### src/rtl/core/mdpa_pkg.sv
// Shared constants, payload types and codes for the min-distance point admission block.
`timescale 1ns / 1ps

package mdpa_pkg;

  localparam int CAPACITY   = 1024;
  localparam int COORD_BITS = 16;

  localparam int IDX_W    = $clog2(CAPACITY);
  localparam int CNT_W    = $clog2(CAPACITY + 1);
  localparam int DIST_W   = 34;
  localparam int TARGET_W = 11;
  localparam int TRIES_W  = 16;
  localparam int RUN_W    = TRIES_W + 1;
  localparam int CFG_W    = DIST_W;
  localparam int CFG_IDX_W = 2;

  localparam logic [DIST_W-1:0] DIST_MAX = {DIST_W{1'b1}};

  // Register indexes on the configuration port
  typedef enum logic [CFG_IDX_W-1:0] {
    REG_TARGET_COUNT    = 2'd0,
    REG_MIN_DISTANCE_SQ = 2'd1,
    REG_MAX_TRIES       = 2'd2
  } cfg_reg_t;

  typedef enum logic [1:0] {
    FIN_PLACING = 2'd0,
    FIN_TARGET  = 2'd1,
    FIN_GAVE_UP = 2'd2
  } fin_state_t;

  typedef enum logic [1:0] {
    ST_IDLE,
    ST_SCAN,
    ST_DRAIN,
    ST_FINISH
  } ctl_state_t;

  typedef struct packed {
    logic signed [COORD_BITS-1:0] pos_x;
    logic signed [COORD_BITS-1:0] pos_y;
    logic signed [COORD_BITS-1:0] pos_z;
  } point_t;

  typedef struct packed {
    logic              accepted;
    logic              nearest_found;
    logic [IDX_W-1:0]  nearest_index;
    logic [DIST_W-1:0] nearest_distance_sq;
    logic [CNT_W-1:0]  stored_count;
    logic [1:0]        status;
  } result_t;

  // Tag that travels alongside one stored point through the distance pipe
  typedef struct packed {
    logic             valid;
    logic             last;
    logic [IDX_W-1:0] idx;
  } scan_tag_t;

endpackage

### src/rtl/core/mdpa_dist.sv
// Three-stage squared-distance pipe: abs difference, square, sum with saturation.
`timescale 1ns / 1ps

module mdpa_dist
  import mdpa_pkg::*;
(
  input  logic              clk,
  input  logic              rst,
  input  scan_tag_t         tag_in,
  input  point_t            cand,
  input  point_t            pt,
  output scan_tag_t         tag_out,
  output logic [DIST_W-1:0] dist_sq
);

  localparam int DIFF_W = COORD_BITS + 1;
  localparam int SQ_W   = 2 * DIFF_W;
  localparam int SUM_W  = SQ_W + 2;
  localparam int WIDE_W = (SUM_W > DIST_W) ? SUM_W : DIST_W;

  function automatic logic [DIFF_W-1:0] abs_diff(input logic [COORD_BITS-1:0] a,
                                                 input logic [COORD_BITS-1:0] b);
    logic [DIFF_W-1:0] d;
    d = {a[COORD_BITS-1], a} - {b[COORD_BITS-1], b};
    return d[DIFF_W-1] ? (~d + DIFF_W'(1)) : d;
  endfunction

  scan_tag_t         tag1, tag2;
  logic [DIFF_W-1:0] ad_x, ad_y, ad_z;
  logic [SQ_W-1:0]   sq_x, sq_y, sq_z;
  logic [WIDE_W-1:0] sum;

  assign sum = WIDE_W'(sq_x) + WIDE_W'(sq_y) + WIDE_W'(sq_z);

  always_ff @(posedge clk) begin
    if (rst) begin
      tag1    <= '0;
      tag2    <= '0;
      tag_out <= '0;
    end else begin
      tag1    <= tag_in;
      tag2    <= tag1;
      tag_out <= tag2;
    end
  end

  always_ff @(posedge clk) begin
    ad_x <= abs_diff(cand.pos_x, pt.pos_x);
    ad_y <= abs_diff(cand.pos_y, pt.pos_y);
    ad_z <= abs_diff(cand.pos_z, pt.pos_z);
    sq_x <= SQ_W'(ad_x) * SQ_W'(ad_x);
    sq_y <= SQ_W'(ad_y) * SQ_W'(ad_y);
    sq_z <= SQ_W'(ad_z) * SQ_W'(ad_z);
    dist_sq <= (sum > WIDE_W'(DIST_MAX)) ? DIST_MAX : sum[DIST_W-1:0];
  end

endmodule

### config.mk
export PLATFORM = sky130hd
export DESIGN_NAME = mdpa_dist
export DESIGN_NICKNAME = d
export VERILOG_FILES = /design/src/rtl/core/mdpa_pkg.sv /design/src/rtl/core/mdpa_dist.sv
export SDC_FILE = /design/constraint.sdc
export NUM_CORES = 2
export LEC_CHECK = 0
export BUFFER_PORTS_ARGS = -buffer_cell sky130_fd_sc_hd__buf_2
export CAP_MARGIN = 10
export CORE_MARGIN = 2
export CORE_UTILIZATION = 65
export DETAILED_ROUTE_END_ITERATION = 10
export MAX_ROUTING_LAYER = met4
export PLACE_DENSITY = 0.86
export SKIP_CTS_REPAIR_TIMING = 1
export SLEW_MARGIN = 5
export SYNTH_ARGS = -nofsm -noshare
export SYNTH_HDL_FRONTEND = slang
export SYNTH_SLANG_ARGS = --single-unit
### constraint.sdc
create_clock -name clk -period 7.6 [get_ports clk]
set_input_delay 1.52 -clock clk [delete_from_list [all_inputs] [get_ports clk]]
set_output_delay 1.52 -clock clk [all_outputs]
set_load 0.005 [all_outputs]
# Word level (Yosys, flattened, before mapping)
# Cells that the tools add are included.
[word_totals]
ff_bits = 223
latchBits = 0
ram_bits = 0
rom_bits = 0
in_bits = 110
out_inout_bits = 46
elab_cells = 37
n_memories = 0
[op_classes]
addsub = 8
n_mul = 3
n_div = 0
n_lt_le_gt_ge = 1
eq_ne = 0
n_shift = 0
n_mux = 3
bitwise_logic = 3
n_reduce_logical = 0
[ops]
columns = ["cell", "n"]
rows = [
  ["17-bit by 17-bit multiplier with 34-bit output", 3],
  ["17-bit by 1-bit adder with 17-bit output, second input constant", 3],
  ["17-bit inverter", 3],
  ["16-bit by 16-bit subtractor with 17-bit output", 3],
  ["16-bit 2-to-1 mux", 3],
  ["35-bit by 34-bit adder with 36-bit output", 1],
  ["36-bit by 34-bit > comparator with 1-bit output, second input constant", 1],
  ["34-bit by 34-bit adder with 35-bit output", 1],
]

# Longest topological paths before layout
[logic_depth]
word_depth = 4
ltp_mapped = 25
ltp_nobuf = 25

# Worst setup path after synthesis
# No wires, ideal clock.
[synth_timing]
path_kind = "register to register"
startpoint = "reg ad_x[14]"
endpoint = "reg sq_x[31]"
setup_time_ns = 0.079
arrival_ns = 6.399
required_ns = 7.521
slack_ns = 1.122
path_stages_with_launch = 24
n_path_buf = 2
period_less_slack_ns = 6.478
cell_sequence = "dfxtp_1 clkbuf_1 clkbuf_1 nand2_1 fa_1 fa_1 fa_1 inv_1 fa_1 fa_1 inv_1 fa_1 inv_1 ha_1 a21o_1 a21o_1 a21o_1 a21o_1 a21oi_1 a21boi_1 a2111oi_0 or3_1 or4b_1 o211ai_1"
[synth_via]
elab_chain_cells = 1
[synth_lines]
columns = ["element", "line", "source"]
rows = [
  ["start, declared", "mdpa_dist.sv:29", "logic [DIFF_W-1:0] ad_x, ad_y, ad_z;"],
  ["start signal, assigned", "mdpa_dist.sv:48", "ad_x <= abs_diff(cand.pos_x, pt.pos_x);"],
  ["17-bit by 17-bit multiplier with 34-bit output", "mdpa_dist.sv:51", "sq_x <= SQ_W'(ad_x) * SQ_W'(ad_x);"],
  ["end signal, assigned", "mdpa_dist.sv:51", ""],
  ["end, declared", "mdpa_dist.sv:30", "logic [SQ_W-1:0] sq_x, sq_y, sq_z;"],
]
# Every way passes these cells.
# A chain may end at the register's enable or synchronous reset.

# Final worst setup path
[layout_timing]
startpoint = "reg ad_z[4]"
endpoint = "reg sq_z[31]"
[layout_via]
elab_chain_cells = 1
[layout_lines]
columns = ["element", "line", "source"]
rows = [
  ["start, declared", "mdpa_dist.sv:29", ""],
  ["start signal, assigned", "mdpa_dist.sv:50", "ad_z <= abs_diff(cand.pos_z, pt.pos_z);"],
  ["17-bit by 17-bit multiplier with 34-bit output", "mdpa_dist.sv:53", "sq_z <= SQ_W'(ad_z) * SQ_W'(ad_z);"],
  ["end signal, assigned", "mdpa_dist.sv:53", ""],
  ["end, declared", "mdpa_dist.sv:30", ""],
]
# Every way passes these cells.

==> results.cfg <==
[run_status]
status = complete, no violations

[layout]
nets = 5033
fillCellCount = 3766
layout_commonest_cell = inv_1
multi_input_area_um2 = 26600
ff_latch_area_um2 = 4400
drive_above_1_share_pct = 6.90
mostFrequentLayoutCells = 910 x inv_1, 608 x fa_1, 407 x ha_1, 343 x nand2_1, 220 x dfxtp_1
area_delta_synth_final_pct = 7.22

[critical_path]
crit_path_max_incr_delay_ns = 0.83
r2r_slack_ns = 0.48
crit_arrival_ns = 7.59
worstSetupPathType = reg2reg
start_kind = register
critPathCaptureType = register
worst-path-buf-inv = 5
slowest_stage = dfxtp_1
cp_max_fo = 17
cp_common_cell = fa_1
crit_family = adder cells
crit_required_ns = 8.07
cp_cell_sequence = nand2_1 -> fa_1 -> inv_1 -> fa_1 -> inv_1 -> fa_1 -> inv_1 -> fa_1 -> fa_1 -> inv_1 -> fa_1 -> inv_1 -> ha_1 -> and4_1 -> a21oi_1 -> nand2_1 -> a211oi_1 -> nor2_1 -> o221ai_1 -> o21ai_0 -> a221oi_2 -> nor3_1 -> a311o_1

[run]
maxCapViolations = 0

[detailed_routing]
wl_met3_mm = 4.16
wl_met1_mm = 29.5
drtPass1Iterations = 5
postRouteAntennaNets = 0
vias_per_cell = 5.53
drcViolationCount = 0
wl_met2_mm = 37.7
drt-total-wl_mm = 74.4
drt-initial-drc-count = 1468
vias = 25500
topRoutingLayerUsed = met4
wire_per_inst_um = 16.1

[clock_network]
numCtsBuffers = 25
cts.sinks = 220
clk_pin_slew_ns = 0.07
clock_latency_ns = 0.59
cts_tree = done
clockBufferDepth = 3
htree_levels = 1
cts_root_buffer = clkbuf_16

[logic_synthesis]
syn_avg_cell_area_um2 = 9.18
async_reset_ff_share_pct = 0
postSynthCellCount = 3775
synth_edf_count = 0
synth_area_um2 = 34700
ys_seq_elements = 220
synthFlopType = dfxtp_1
yosysSeqAreaShare_pct = 12.7
ys_types = 79
yosys_warnings = 0

[sta]
maxSlewHeadroom_pct = 36.1
setup_tns_ns = 0
rsz0062_at_grt = false
fmax_mhz = 141
clock_skew_ns = 0.0268
setup_violations = 0
worstMarginPinSlew_ns = 0.939
drv_slew = 0
timing_hold_violations_final = 0
period_share_pct = 93.6
period_minus_slack_ns = 7.12

[die]
rows = 84
die-area_um2 = 55200
die_h_um = 235
io-pin-count = 156
initial_core_util_pct = 65.8
core_area_um2 = 52700
die_w_um = 235

[global_routing]
gr-total-overflow = 0
grt_pass1_wl_mm = 127
antenna_found_initial = 2
grt_usage_pct = 28.7
grt_pass1_vias = 27600
grt_max_degree = 37

[hold_path]
hold_class = reg2reg

[place]
globalplace.congestion = 0.925
port_buffers = 155
hpwl_mm = 62.9
## registers in the layout, indices dropped and copies added, names as in the netlist
| register | count |
|---|---|
| tag_out | 12 |
| tag2 | 12 |
| tag1 | 12 |
| ad_x | 17 |
| ad_y | 17 |
| dist_sq | 34 |
| sq_z | 33 |
| ad_z | 17 |
| sq_x | 33 |
| sq_y | 33 |
## final cells by class
| type | count | share of cell area (%) |
|---|---|---|
| multi-input combinational | 2565 | 71.4 |
| sequential | 220 | 11.8 |
| inverter | 910 | 9.19 |
| timing repair buffer | 186 | 2.71 |
| tap | 688 | 2.32 |
| clock buffer | 29 | 1.78 |
| clock inverter | 16 | 0.714 |
| antenna | 2 | 0.0135 |
## synth_stat cells, types with 5 or more instances
library cell | n | area, um^2
o211ai_1 | 10 | 75.1
and2_1 | 164 | 1030
clkbuf_1 | 72 | 270
nand3b_1 | 6 | 45.0
o2111ai_1 | 5 | 43.8
nand4_1 | 10 | 62.6
fa_1 | 608 | 12200
o21bai_1 | 19 | 143
a211o_1 | 8 | 70.1
nor2_1 | 109 | 409
a21boi_0 | 7 | 52.6
o21ai_0 | 89 | 445
o21ai_1 | 10 | 50.1
xnor2_1 | 162 | 1420
nor3_1 | 37 | 185
xor2_1 | 52 | 455
nand3_1 | 32 | 160
a21oi_1 | 117 | 586
or3_1 | 11 | 68.8
o31a_1 | 6 | 52.6
ha_1 | 407 | 5090
a31o_2 | 6 | 52.6
o31ai_1 | 15 | 113
a31oi_1 | 12 | 75.1
nor2b_1 | 71 | 444
a211oi_1 | 16 | 120
nand2b_1 | 28 | 175
or2_2 | 11 | 68.8
nand2_1 | 343 | 1290
inv_1 | 910 | 3420
and3_1 | 22 | 138
dfxtp_1 | 220 | 4400
o21a_1 | 28 | 210
nor4_1 | 6 | 37.5
buf_2 | 6 | 30.0
a21o_1 | 60 | 450
## per-stage QoR
stage          cells  worst slack, ns  util [%]  hold slack, ns  cell area (um^2)
2_1_floorplan   3776             1.12         -           0.401             34700
4_1_cts         4613            0.528      70.6           0.438             37200
6_report        4616            0.485      70.6           0.435             37200
5_1_grt         4616           0.0409      70.6           0.457             37200
3_5_place_dp    4568            0.564      68.8           0.424             36200
3_3_place_gp    4568            0.796      68.8           0.415             36200
## path summary, 6_finish.rpt
| check | from | end | depth (start not counted) |
|---|---|---|---|
| setup reg to reg | ad_z[4] | sq_z[31] | 23 |
| hold / removal | tag2[9] | tag_out[9] | 1 |
| setup / recovery | ad_z[4] | sq_z[31] | 23 |
| hold reg to reg | tag2[9] | tag_out[9] | 1 |
## routing by layer
layer	up-vias	track usage, %
met4	0	11.8
li1	11900	-
met2	782	48.8
met3	204	4.24
met5	-	-
met1	12600	34.2
## kinds of logic after synthesis
family                     after synthesis  synth area share [%]
adders and majority gates             1015                  49.8
buffers and inverters                  991                  10.8
and+or+nand+nor                        868                  12.3
AOI/OAI and AO/OA                      458                  8.80
DFF                                    220                  12.7
xor gates and xnor gates               214                  5.41
muxes                                    7                 0.217
other                                    2                0.0217
Power is left out: the tool's default activity adds up to more than one toggle a clock period on the data nets, which glitch-free logic cannot reach.
